==> src/design/gecm_pkg.sv <==
`timescale 1ns / 1ps
package gecm_pkg;

    localparam int CHANNELS  = 16;
    localparam int CH_W      = 4;
    localparam int TIME_BITS = 32;
    localparam int MAX_RES   = CHANNELS + 1;
    localparam int RES_W     = $clog2(MAX_RES + 1);
    localparam int IN_DATA_W = 56;
    localparam int OUT_DATA_W = 152;

    localparam logic [TIME_BITS-1:0] TIME_MAX    = '1;
    localparam logic [15:0]          DEB_MAX     = 16'hFFFF;
    localparam logic [15:0]          DEB_RESET   = 16'd100;
    localparam logic [15:0]          PULLUP_ONES = 16'hFFFF;

    typedef enum logic [1:0] {
        ACT_TICK  = 2'd0,
        ACT_SET   = 2'd1,
        ACT_QUERY = 2'd2
    } t_act;

    typedef enum logic [1:0] {
        KIND_CH    = 2'd0,
        KIND_ALL   = 2'd1,
        KIND_MONO  = 2'd2,
        KIND_QUERY = 2'd3
    } t_kind;

    typedef enum logic [1:0] {
        ST_IDLE,
        ST_SCAN,
        ST_ALL,
        ST_EMIT
    } t_state;

    typedef enum logic [2:0] {
        CFG_DIR     = 3'd0,
        CFG_DEB     = 3'd1,
        CFG_CPER    = 3'd2,
        CFG_RMASK   = 3'd3,
        CFG_COMASK  = 3'd4,
        CFG_APER    = 3'd5,
        CFG_ACO     = 3'd6
    } t_cfg_idx;

    typedef struct packed {
        t_act        act;
        logic [15:0] pins;
        logic [3:0]  ch;
        logic        level;
        logic [31:0] mono;
    } t_item;

    typedef struct packed {
        t_kind      kind;
        logic [3:0] ch;
        logic       chg;
        logic       val;
    } t_res;

    function automatic logic [TIME_BITS-1:0] clamp_time(input logic [31:0] v);
        if (v > 32'(TIME_MAX)) begin
            return TIME_MAX;
        end
        return v[TIME_BITS-1:0];
    endfunction

endpackage

==> src/design/gecm_front.sv <==
`timescale 1ns / 1ps
module gecm_front
    import gecm_pkg::*;
(
    input  logic                 i_clk,
    input  logic                 i_rst_n,
    input  logic                 s_axis_tvalid,
    output logic                 s_axis_tready,
    // pin_values, channel, level, monoflop_ms, zero pad
    input  logic [IN_DATA_W-1:0] s_axis_tdata,
    // action
    input  logic [1:0]           s_axis_tuser,
    output t_item                o_item,
    output logic                 o_item_valid,
    input  logic                 i_item_pop
);

    t_item      r_mem [2];
    logic       r_wp, r_rp;
    logic [1:0] r_cnt;
    t_item      w_item;
    logic       w_keep;
    logic       w_push;

    always_comb begin
        w_item.pins  = s_axis_tdata[15:0];
        w_item.ch    = s_axis_tdata[19:16];
        w_item.level = s_axis_tdata[20];
        w_item.mono  = s_axis_tdata[52:21];
        w_keep       = 1'b1;
        case (s_axis_tuser)
            ACT_TICK:  w_item.act = ACT_TICK;
            ACT_SET:   w_item.act = ACT_SET;
            ACT_QUERY: w_item.act = ACT_QUERY;
            default: begin
                w_item.act = ACT_TICK;
                w_keep     = 1'b0;
            end
        endcase
    end

    assign s_axis_tready = (r_cnt != 2'd2);
    assign w_push        = s_axis_tvalid && s_axis_tready && w_keep;
    assign o_item        = r_mem[r_rp];
    assign o_item_valid  = (r_cnt != 2'd0);

    always_ff @(posedge i_clk) begin
        if (w_push) begin
            r_mem[r_wp] <= w_item;
        end
    end

    always_ff @(posedge i_clk) begin
        if (!i_rst_n) begin
            r_wp  <= 1'b0;
            r_rp  <= 1'b0;
            r_cnt <= 2'd0;
        end else begin
            if (w_push) begin
                r_wp <= ~r_wp;
            end
            if (i_item_pop) begin
                r_rp <= ~r_rp;
            end
            r_cnt <= r_cnt + 2'(w_push) - 2'(i_item_pop);
        end
    end

endmodule

==> src/design/gecm_engine.sv <==
`timescale 1ns / 1ps
module gecm_engine
    import gecm_pkg::*;
(
    input  logic                  i_clk,
    input  logic                  i_rst_n,
    input  logic                  i_cfg_wr_en,
    input  logic [2:0]            i_cfg_idx,
    input  logic [31:0]           i_cfg_wr_data,
    input  t_item                 i_item,
    input  logic                  i_item_valid,
    output logic                  o_item_pop,
    output logic                  m_axis_tvalid,
    input  logic                  m_axis_tready,
    output logic [OUT_DATA_W-1:0] m_axis_tdata,
    output logic [1:0]            m_axis_tuser,
    output logic                  m_axis_tlast
);

    logic [15:0]          r_dir, r_deb, r_rmask, r_comask;
    logic [31:0]          r_cper, r_aper;
    logic                 r_aco;
    logic [15:0]          r_lev, r_opins, r_rlast, r_alast, r_elast;
    logic [31:0]          r_rise [CHANNELS];
    logic [31:0]          r_fall [CHANNELS];
    logic [TIME_BITS-1:0] r_rel  [CHANNELS];
    logic [15:0]          r_del  [CHANNELS];
    logic [TIME_BITS-1:0] r_mono [CHANNELS];
    logic [CHANNELS-1:0]  r_rise_v, r_fall_v, r_rel_v, r_del_v, r_mono_v;
    logic [TIME_BITS-1:0] r_all_el;

    t_state               r_state, n_state;
    logic [CH_W-1:0]      r_idx;
    logic [15:0]          r_pins;
    logic                 r_all_due;
    logic [15:0]          r_cmask, r_vmask;
    t_res                 r_buf [MAX_RES];
    logic [RES_W-1:0]     r_cnt, r_rd;
    logic [31:0]          r_q_r, r_q_f, r_q_rem;

    logic                 r_ov, r_olast;
    t_kind                r_okind;
    logic [3:0]           r_och;
    logic                 r_ochg, r_oval;
    logic [15:0]          r_ocmask, r_ovmask, r_oolev;
    logic [31:0]          r_orise, r_ofall, r_orem;

    logic [CH_W-1:0]      w_a;
    logic [31:0]          w_rise, w_fall;
    logic [TIME_BITS-1:0] w_rel, w_rel_inc, w_mono, w_cper, w_aper, w_ae_inc;
    logic [15:0]          w_del, w_del_inc;
    logic                 w_in, w_v, w_rep_hit, w_chg, w_rep_push, w_deb_hit, w_mono_fire;
    logic                 w_in_range, w_q_val;
    logic                 w_start, w_emit, w_load;
    t_res                 w_ent;

    assign w_a    = (r_state == ST_IDLE) ? i_item.ch : r_idx;
    assign w_rise = r_rise_v[w_a] ? r_rise[w_a] : 32'd0;
    assign w_fall = r_fall_v[w_a] ? r_fall[w_a] : 32'd0;
    assign w_rel  = r_rel_v[w_a] ? r_rel[w_a] : '0;
    assign w_del  = r_del_v[w_a] ? r_del[w_a] : 16'd0;
    assign w_mono = r_mono_v[w_a] ? r_mono[w_a] : '0;
    assign w_cper = clamp_time(r_cper);
    assign w_aper = clamp_time(r_aper);

    assign w_in        = r_dir[r_idx];
    assign w_v         = r_pins[r_idx];
    assign w_rel_inc   = (w_rel == TIME_MAX) ? w_rel : w_rel + 1'b1;
    assign w_rep_hit   = (w_cper != '0) && r_rmask[r_idx] && (w_rel_inc >= w_cper);
    assign w_chg       = r_rlast[r_idx] != w_v;
    assign w_rep_push  = w_rep_hit && (!r_comask[r_idx] || w_chg);
    assign w_del_inc   = (w_del == DEB_MAX) ? w_del : w_del + 16'd1;
    assign w_deb_hit   = w_del_inc >= r_deb;
    assign w_mono_fire = (w_mono == TIME_BITS'(1));
    assign w_ae_inc    = (r_all_el == TIME_MAX) ? r_all_el : r_all_el + 1'b1;
    assign w_in_range  = 32'(i_item.ch) < 32'(CHANNELS);
    assign w_q_val     = r_dir[i_item.ch] ? r_lev[i_item.ch] : r_opins[i_item.ch];

    assign w_ent = r_buf[r_rd];
    assign w_emit = (r_state == ST_EMIT) && (r_cnt != '0) && (!r_ov || m_axis_tready);

    always_comb begin
        n_state = r_state;
        case (r_state)
            ST_IDLE: begin
                if (i_item_valid && i_item.act == ACT_TICK) begin
                    n_state = ST_SCAN;
                end else if (i_item_valid && i_item.act == ACT_QUERY) begin
                    n_state = ST_EMIT;
                end
            end
            ST_SCAN: begin
                if (r_idx == CH_W'(CHANNELS - 1)) begin
                    n_state = ST_ALL;
                end
            end
            ST_ALL: n_state = ST_EMIT;
            ST_EMIT: begin
                if (r_cnt == '0 || (w_emit && r_rd == r_cnt - 1'b1)) begin
                    n_state = ST_IDLE;
                end
            end
            default: n_state = ST_IDLE;
        endcase
    end

    always_comb begin
        w_start    = 1'b0;
        w_load     = 1'b0;
        o_item_pop = 1'b0;
        case (r_state)
            ST_IDLE: begin
                o_item_pop = i_item_valid;
                w_start    = i_item_valid;
            end
            ST_EMIT: w_load = w_emit;
            default: w_load = 1'b0;
        endcase
    end

    always_ff @(posedge i_clk) begin
        if (!i_rst_n) begin
            r_state <= ST_IDLE;
        end else begin
            r_state <= n_state;
        end
    end

    always_ff @(posedge i_clk) begin
        if (!i_rst_n) begin
            r_dir     <= PULLUP_ONES;
            r_deb     <= DEB_RESET;
            r_cper    <= 32'd0;
            r_rmask   <= 16'd0;
            r_comask  <= 16'd0;
            r_aper    <= 32'd0;
            r_aco     <= 1'b0;
            r_lev     <= PULLUP_ONES;
            r_opins   <= 16'd0;
            r_rlast   <= PULLUP_ONES;
            r_alast   <= PULLUP_ONES;
            r_elast   <= PULLUP_ONES;
            r_rise_v  <= '0;
            r_fall_v  <= '0;
            r_rel_v   <= '0;
            r_del_v   <= '0;
            r_mono_v  <= '0;
            r_all_el  <= '0;
            r_cnt     <= '0;
            r_rd      <= '0;
            r_idx     <= '0;
            r_all_due <= 1'b0;
        end else begin
            if (i_cfg_wr_en) begin
                case (i_cfg_idx)
                    CFG_DIR: begin
                        r_dir    <= i_cfg_wr_data[15:0];
                        r_mono_v <= r_mono_v & ~i_cfg_wr_data[CHANNELS-1:0];
                    end
                    CFG_DEB: begin
                        r_deb   <= i_cfg_wr_data[15:0];
                        r_del_v <= '0;
                    end
                    CFG_CPER: begin
                        r_cper  <= i_cfg_wr_data;
                        r_rel_v <= '0;
                    end
                    CFG_RMASK:  r_rmask  <= i_cfg_wr_data[15:0];
                    CFG_COMASK: r_comask <= i_cfg_wr_data[15:0];
                    CFG_APER: begin
                        r_aper   <= i_cfg_wr_data;
                        r_all_el <= '0;
                    end
                    CFG_ACO: r_aco <= i_cfg_wr_data[0];
                    default: r_aco <= r_aco;
                endcase
            end

            if (w_start) begin
                case (i_item.act)
                    ACT_TICK: begin
                        r_pins    <= i_item.pins;
                        r_idx     <= '0;
                        r_cnt     <= '0;
                        r_rd      <= '0;
                        r_cmask   <= 16'd0;
                        r_vmask   <= 16'd0;
                        r_all_due <= (w_aper != '0) && (w_ae_inc >= w_aper);
                        if (w_aper != '0) begin
                            r_all_el <= w_ae_inc;
                        end
                    end
                    ACT_SET: begin
                        if (w_in_range && !r_dir[i_item.ch]) begin
                            r_opins[i_item.ch]  <= i_item.level;
                            r_mono[i_item.ch]   <= clamp_time(i_item.mono);
                            r_mono_v[i_item.ch] <= 1'b1;
                        end
                    end
                    ACT_QUERY: begin
                        r_buf[0] <= '{kind: KIND_QUERY, ch: i_item.ch, chg: 1'b0,
                                      val: w_in_range && w_q_val};
                        r_cnt   <= RES_W'(1);
                        r_rd    <= '0;
                        r_q_r   <= w_in_range ? w_rise : 32'd0;
                        r_q_f   <= w_in_range ? w_fall : 32'd0;
                        r_q_rem <= w_in_range ? 32'(w_mono) : 32'd0;
                    end
                    default: r_cnt <= r_cnt;
                endcase
            end

            if (r_state == ST_SCAN) begin
                r_idx <= r_idx + 1'b1;
                if (w_in) begin
                    r_lev[r_idx]   <= w_v;
                    r_rel_v[r_idx] <= 1'b1;
                    r_rel[r_idx]   <= w_rep_hit ? '0 : w_rel_inc;
                    if (w_rep_hit) begin
                        r_rlast[r_idx] <= w_v;
                    end
                    if (w_rep_push) begin
                        r_buf[r_cnt] <= '{kind: KIND_CH, ch: r_idx, chg: w_chg, val: w_v};
                        r_cnt        <= r_cnt + 1'b1;
                    end
                    if (r_all_due) begin
                        r_cmask[r_idx] <= r_alast[r_idx] != w_v;
                        r_vmask[r_idx] <= w_v;
                        r_alast[r_idx] <= w_v;
                    end
                    r_del_v[r_idx] <= 1'b1;
                    r_del[r_idx]   <= w_deb_hit ? 16'd0 : w_del_inc;
                    if (w_deb_hit) begin
                        r_elast[r_idx] <= w_v;
                        if (!r_elast[r_idx] && w_v) begin
                            r_rise[r_idx]   <= w_rise + 32'd1;
                            r_rise_v[r_idx] <= 1'b1;
                        end else if (r_elast[r_idx] && !w_v) begin
                            r_fall[r_idx]   <= w_fall + 32'd1;
                            r_fall_v[r_idx] <= 1'b1;
                        end
                    end
                end else if (w_mono != '0) begin
                    r_mono[r_idx] <= w_mono - 1'b1;
                    if (w_mono_fire) begin
                        r_opins[r_idx] <= ~r_opins[r_idx];
                        r_buf[r_cnt]   <= '{kind: KIND_MONO, ch: r_idx, chg: 1'b0,
                                            val: ~r_opins[r_idx]};
                        r_cnt          <= r_cnt + 1'b1;
                    end
                end
            end

            if (r_state == ST_ALL && r_all_due) begin
                r_all_el <= '0;
                if (!r_aco || r_cmask != 16'd0) begin
                    r_buf[r_cnt] <= '{kind: KIND_ALL, ch: 4'd0, chg: 1'b0, val: 1'b0};
                    r_cnt        <= r_cnt + 1'b1;
                end
            end

            if (w_load) begin
                r_rd <= r_rd + 1'b1;
            end
        end
    end

    always_ff @(posedge i_clk) begin
        if (!i_rst_n) begin
            r_ov <= 1'b0;
        end else if (w_load) begin
            r_ov <= 1'b1;
        end else if (m_axis_tready) begin
            r_ov <= 1'b0;
        end
    end

    always_ff @(posedge i_clk) begin
        if (w_load) begin
            r_okind  <= w_ent.kind;
            r_och    <= w_ent.ch;
            r_ochg   <= w_ent.chg;
            r_oval   <= w_ent.val;
            r_ocmask <= (w_ent.kind == KIND_ALL) ? r_cmask : 16'd0;
            r_ovmask <= (w_ent.kind == KIND_ALL) ? r_vmask : 16'd0;
            r_oolev  <= r_opins;
            r_orise  <= (w_ent.kind == KIND_QUERY) ? r_q_r : 32'd0;
            r_ofall  <= (w_ent.kind == KIND_QUERY) ? r_q_f : 32'd0;
            r_orem   <= (w_ent.kind == KIND_QUERY) ? r_q_rem : 32'd0;
            r_olast  <= (r_rd == r_cnt - 1'b1);
        end
    end

    assign m_axis_tvalid = r_ov;
    assign m_axis_tuser  = r_okind;
    assign m_axis_tlast  = r_olast;
    assign m_axis_tdata  = {2'b00, r_orem, r_ofall, r_orise, r_oolev, r_ovmask, r_ocmask,
                            r_oval, r_ochg, r_och};

endmodule

==> src/design/gpio16_edge_count_monoflop_reporter.sv <==
`timescale 1ns / 1ps
// Sequence: a tick starts a scan of the 16 channels in turn, then the all-channel
// report, then one result per cycle into the output register while the output is not stalled (up to 17).
// A query goes from idle straight to the output stage for its reply; a set gives no result.
// The engine takes one item at a time and pops the next only when back in idle.
// Reset: synchronous, active low; registers and pin state return to their defaults.
module gpio16_edge_count_monoflop_reporter
    import gecm_pkg::*;
(
    input  logic                  i_clk,
    input  logic                  i_rst_n,
    input  logic                  i_cfg_wr_en,
    input  logic [2:0]            i_cfg_idx,
    input  logic [31:0]           i_cfg_wr_data,
    input  logic                  s_axis_tvalid,
    output logic                  s_axis_tready,
    // pin_values[15:0], channel[19:16], level[20], monoflop_ms[52:21], zero pad
    input  logic [IN_DATA_W-1:0]  s_axis_tdata,
    // action
    input  logic [1:0]            s_axis_tuser,
    output logic                  m_axis_tvalid,
    input  logic                  m_axis_tready,
    // channel_index[3:0], changed[4], value[5], changed_mask[21:6], value_mask[37:22],
    // output_levels[53:38], rising_count[85:54], falling_count[117:86],
    // remaining_ms[149:118], zero pad
    output logic [OUT_DATA_W-1:0] m_axis_tdata,
    // kind
    output logic [1:0]            m_axis_tuser,
    output logic                  m_axis_tlast
);

    t_item w_item;
    logic  w_item_valid;
    logic  w_item_pop;

    gecm_front u_front (
        .i_clk         (i_clk),
        .i_rst_n       (i_rst_n),
        .s_axis_tvalid (s_axis_tvalid),
        .s_axis_tready (s_axis_tready),
        .s_axis_tdata  (s_axis_tdata),
        .s_axis_tuser  (s_axis_tuser),
        .o_item        (w_item),
        .o_item_valid  (w_item_valid),
        .i_item_pop    (w_item_pop)
    );

    gecm_engine u_engine (
        .i_clk         (i_clk),
        .i_rst_n       (i_rst_n),
        .i_cfg_wr_en   (i_cfg_wr_en),
        .i_cfg_idx     (i_cfg_idx),
        .i_cfg_wr_data (i_cfg_wr_data),
        .i_item        (w_item),
        .i_item_valid  (w_item_valid),
        .o_item_pop    (w_item_pop),
        .m_axis_tvalid (m_axis_tvalid),
        .m_axis_tready (m_axis_tready),
        .m_axis_tdata  (m_axis_tdata),
        .m_axis_tuser  (m_axis_tuser),
        .m_axis_tlast  (m_axis_tlast)
    );

    a_reset_quiet: assert property (@(posedge i_clk) !i_rst_n |=> !m_axis_tvalid)
        else $error("result valid right after reset");

    a_all_no_channel: assert property (@(posedge i_clk) disable iff (!i_rst_n)
        m_axis_tvalid && m_axis_tuser == KIND_ALL |-> m_axis_tdata[5:0] == 6'd0)
        else $error("all-channel report carries channel fields");

    a_counts_only_query: assert property (@(posedge i_clk) disable iff (!i_rst_n)
        m_axis_tvalid && m_axis_tuser != KIND_QUERY |-> m_axis_tdata[149:54] == '0)
        else $error("counts outside a query reply");

    a_masks_only_all: assert property (@(posedge i_clk) disable iff (!i_rst_n)
        m_axis_tvalid && m_axis_tuser != KIND_ALL |-> m_axis_tdata[37:6] == '0)
        else $error("masks outside an all-channel report");

endmodule
==> config.mk <==
export PLATFORM = sky130hd
export DESIGN_NAME = gpio16_edge_count_monoflop_reporter
export DESIGN_NICKNAME = d
export VERILOG_FILES = /design/src/design/gecm_pkg.sv /design/src/design/gecm_front.sv /design/src/design/gecm_engine.sv /design/src/design/gpio16_edge_count_monoflop_reporter.sv
export SDC_FILE = /design/constraint.sdc
export NUM_CORES = 2
export LEC_CHECK = 0
export BUFFER_PORTS_ARGS = -buffer_cell sky130_fd_sc_hd__buf_2
export CAP_MARGIN = 20
export CORE_MARGIN = 4
export CORE_UTILIZATION = 50
export DETAILED_ROUTE_END_ITERATION = 7
export PLACE_DENSITY_LB_ADDON = 0.05
export RECOVER_POWER = 25
export SLEW_MARGIN = 20
export SYNTH_ARGS = -nofsm -noshare
export SYNTH_HDL_FRONTEND = slang
export SYNTH_SLANG_ARGS = --single-unit
==> constraint.sdc <==
create_clock -name i_clk -period 21.6 [get_ports i_clk]
set_clock_uncertainty 0.1 [all_clocks]
set_input_delay 2.16 -clock i_clk [delete_from_list [all_inputs] [get_ports i_clk]]
set_output_delay 2.16 -clock i_clk [all_outputs]
set_load 0.03 [all_outputs]
==> out/qor.csv <==
metric,value,unit
status,"complete, but fails checks",
failing checks,"capacitance limit, slew limit",
setup TNS,0,ps
async set-or-reset flop fraction in the synthesized netlist,0,%
post-synthesis instance total,7981,
"Slew Viols, Final",1636,
switch share,31.2,%
routed vias/inst,6.13,
Total Nets Final,8500,
"EDFF count, synth",2847,
leakage power,0.0490,uW
gr usage total,25.1,%
Synth Area per Inst,16.6,um2
FF-to-FF End,u_engine.r_buf[4][4],
r2r setup slk,8180,ps
vias,74177,
Tmin final,14740,ps
GR Overflow Total,0,
total iterations of the first detailed-routing run,6,
synth unique cells,106,
hold_sp,u_engine.r_fall_v[6],
Finished Cell Area,0.148,mm2
max incr delay on CP,3200,ps
placer congestion estimate,0.848,
hold-fix buffers at CTS,0,
CP dominant cell by count,clkbuf_1,
Startpoint Class,input pin,
Setup Buffers After CTS,0,
Max-slew headroom,-282,%
Tcrit/Tclk final,68.2,%
Critical Path Slowest Stage Cell,clkinvlp_2,
cts bufs inserted,336,
Hold Crit Class,flip-flop to flip-flop,
Max clock buf depth,4,
Root Buffer,clkbuf_16,
Layout area overhead,11.6,%
Hold Path Depth,2,
number of global-route vias before repair,72772,
worst setup path class,input pin to flip-flop,
worst-margin pin slew,5730,ps
WL/cell,28.7,um
initial antenna violation count,22,
io pins,255,
Worst-Skew Late Latency,930,ps
Logic pwr share,26.3,%
Final Hold Fails,0,
"Warnings, synthesis",0,
number of synthesized register bits,3196,
Mapped Area,0.132,mm2
final setup fails,0,
post-DP HPWL,199000,um
P_sw,5350,uW
CTS tree,built,
Critical Path RT,21930,ps
# DRC,0,
Max Cap Viol,39,
number of port buffers,249,
Post-Route WL,347000,um
H-tree depth,5,
first-pass GRT wire length,505000,um
Reg2Reg Depth,24,
CP Capture Type,flip-flop,
Post-CTS Resized,0,
CTS sink cnt,3196,
Routed Antenna Nets,0,
Pint,11800,uW
Peak VDD IR,127,uV
"CTS clk-pin slew, worst paths",60,ps
P per Cell Area,117,mW/mm2
Die H,522,um
largest net degree at the start of global routing,136,
Initial DRC Count,7834,
FMAX,67.9,MHz
RSZ-0062 raised after global routing,no,
die width,522,um
initial core utilization,50.3,%
post-synthesis sequential area ratio,70.0,%
"Core Util, Final",56.1,%
row cnt,188,
Hold EP,u_engine.r_fall_v[6],
crit path cell chain,clkbuf_1 > clkinvlp_2 > clkbuf_1 > nor3_1 > clkbuf_1 > clkbuf_1,
Clk network pwr share,33.0,%
Post-synth top flop,edfxtp_1,
layout cells sized above 1,17.7,%
Core Region,0.263,mm2
Post-DP Area,0.137,mm2
"Max FO, Critical Path",119,
Worst Path Arrival,15070,ps
Total Die Area,0.273,mm2
Seq pwr share,40.7,%
cells in the final DEF, fill, tap and decap left out, types with 33 or more instances in the layout:
master / count
nand2b_1: 37
mux4_2: 595
and2_1: 108
a31oi_1: 46
inv_1: 162
nand2_1: 840
dfxtp_1: 348
xor2_1: 63
ha_1: 101
nor3_1: 36
buf_2: 52
a211oi_1: 50
clkbuf_1: 317
a21oi_1: 303
mux4_1: 33
o21ai_0: 179
xnor2_1: 56
buf_4: 175
nor2_1: 207
clkinv_1: 75
mux2i_1: 253
nand3_1: 270
a21o_1: 39
o211ai_1: 44
and3_1: 165
clkbuf_16: 347
nor4_1: 35
nand4_1: 76
a22oi_1: 36
nor2b_1: 77
mux2_2: 49
edfxtp_1: 2847
power by group through the flow:
stage	clock network [uW]	logic (uW)	registers, uW
floorplan	0	3460	7100
global placement	0	4490	7110
detailed placement	0	4530	7120
CTS	5790	4530	6990
global route	6050	4850	7000
finish	5670	4520	6990
layer usage:
metal / up-vias / part of all wire (%) / track usage (%)
met5: - / 0.016 / 0
met3: 495 / 7.8 / 4.09
met2: 2856 / 45 / 37.2
li1: 31871 / - / -
met4: 10 / 2.2 / 5.69
met1: 38945 / 45 / 39.3
synth_stat cells (165+ instances only):
library cell | number | share of area (%)
edfxtp_1 | 2847 | 65
nor2_1 | 237 | 0.67
dfxtp_1 | 349 | 5.3
o21ai_0 | 182 | 0.69
nand2_1 | 840 | 2.4
clkbuf_1 | 241 | 0.68
nand3_1 | 271 | 1.0
a21oi_1 | 313 | 1.2
inv_1 | 165 | 0.47
mux4_2 | 595 | 10
and3_1 | 165 | 0.78
mux2i_1 | 261 | 2.0
cells by family (layout without fill, tap and decap cells):
| kind of cell | after synthesis | after routing | synth area share [%] |
|---|---|---|---|
| AOI/OAI and AO/OA | 882 | 882 | 4.22 |
| xor gates and xnor gates | 151 | 151 | 1.01 |
| adders and majority gates | 102 | 102 | 0.966 |
| buffers and inverters | 656 | 1245 | 2.96 |
| DFF | 3196 | 3196 | 70.0 |
| muxes | 949 | 949 | 13.3 |
| other | 1 | 10 | 0.00284 |
| and+or+nand+nor | 2044 | 2044 | 7.54 |
through the flow:
stage | hold WS, ps | setup WS [ps] | std cells | total power (uW)
after floorplan | 320 | 11390 | 7982 | 10600
after global placement | 327 | 9280 | 11475 | 11600
after detailed placement | 340 | 9090 | 11477 | 11600
after CTS | 353 | 9010 | 12086 | 17300
after global routing | 367 | 5830 | 12087 | 17900
final | 353 | 6860 | 12094 | 17200
flip-flops by register name, indices dropped and copies added, names as in the netlist, 32 cells and up, named ones only:
register	count
u_engine.r_ofall	32
u_engine.r_rel	512
u_engine.r_del	256
u_engine.r_fall	512
u_engine.r_cper	32
u_engine.r_orise	32
u_engine.r_q_r	32
u_engine.r_aper	32
u_engine.r_rise	512
u_engine.r_orem	32
u_engine.r_q_rem	32
u_engine.r_mono	512
u_engine.r_q_f	32
u_engine.r_all_el	32
u_front.r_mem	110
u_engine.r_buf	136
layout make-up:
cell class                      instances  area, um2
Clock inverter                        170       1680
Sequential cell                      3196      92500
Timing Repair Buffer                  470       2560
Inverter                              166        627
Multi-Input combinational cell       4130      36600
Tap cell                             3515       4400
Antenna cell                            8       20.0
Clock buffer                          439       9140
Fill cell                           20644     115000
worst max-delay path, delay by kind of cell:
| kind | cells | cell delay (ps) |
|---|---|---|
| AND/OR/NAND/NOR | 1 | 860 |
| buffers and inverters | 5 | 11680 |
worst max-delay path by stage:
stage                        start                   end  slack (ps)  cells after the start
2_1_floorplan              i_rst_n     u_engine.r_q_f[0]       11390                      5
3_3_place_gp   u_engine.r_state[0]  u_engine.r_buf[4][5]        9280                     28
3_5_place_dp   u_engine.r_state[0]  u_engine.r_buf[4][1]        9090                     28
5_1_grt                    i_rst_n    u_engine.r_q_f[21]        5830                      6
6_report                   i_rst_n     u_engine.r_q_f[2]        6860                      6
4_1_cts        u_engine.r_state[0]  u_engine.r_buf[4][6]        9010                     28
Power figures use the tool's default switching activity.
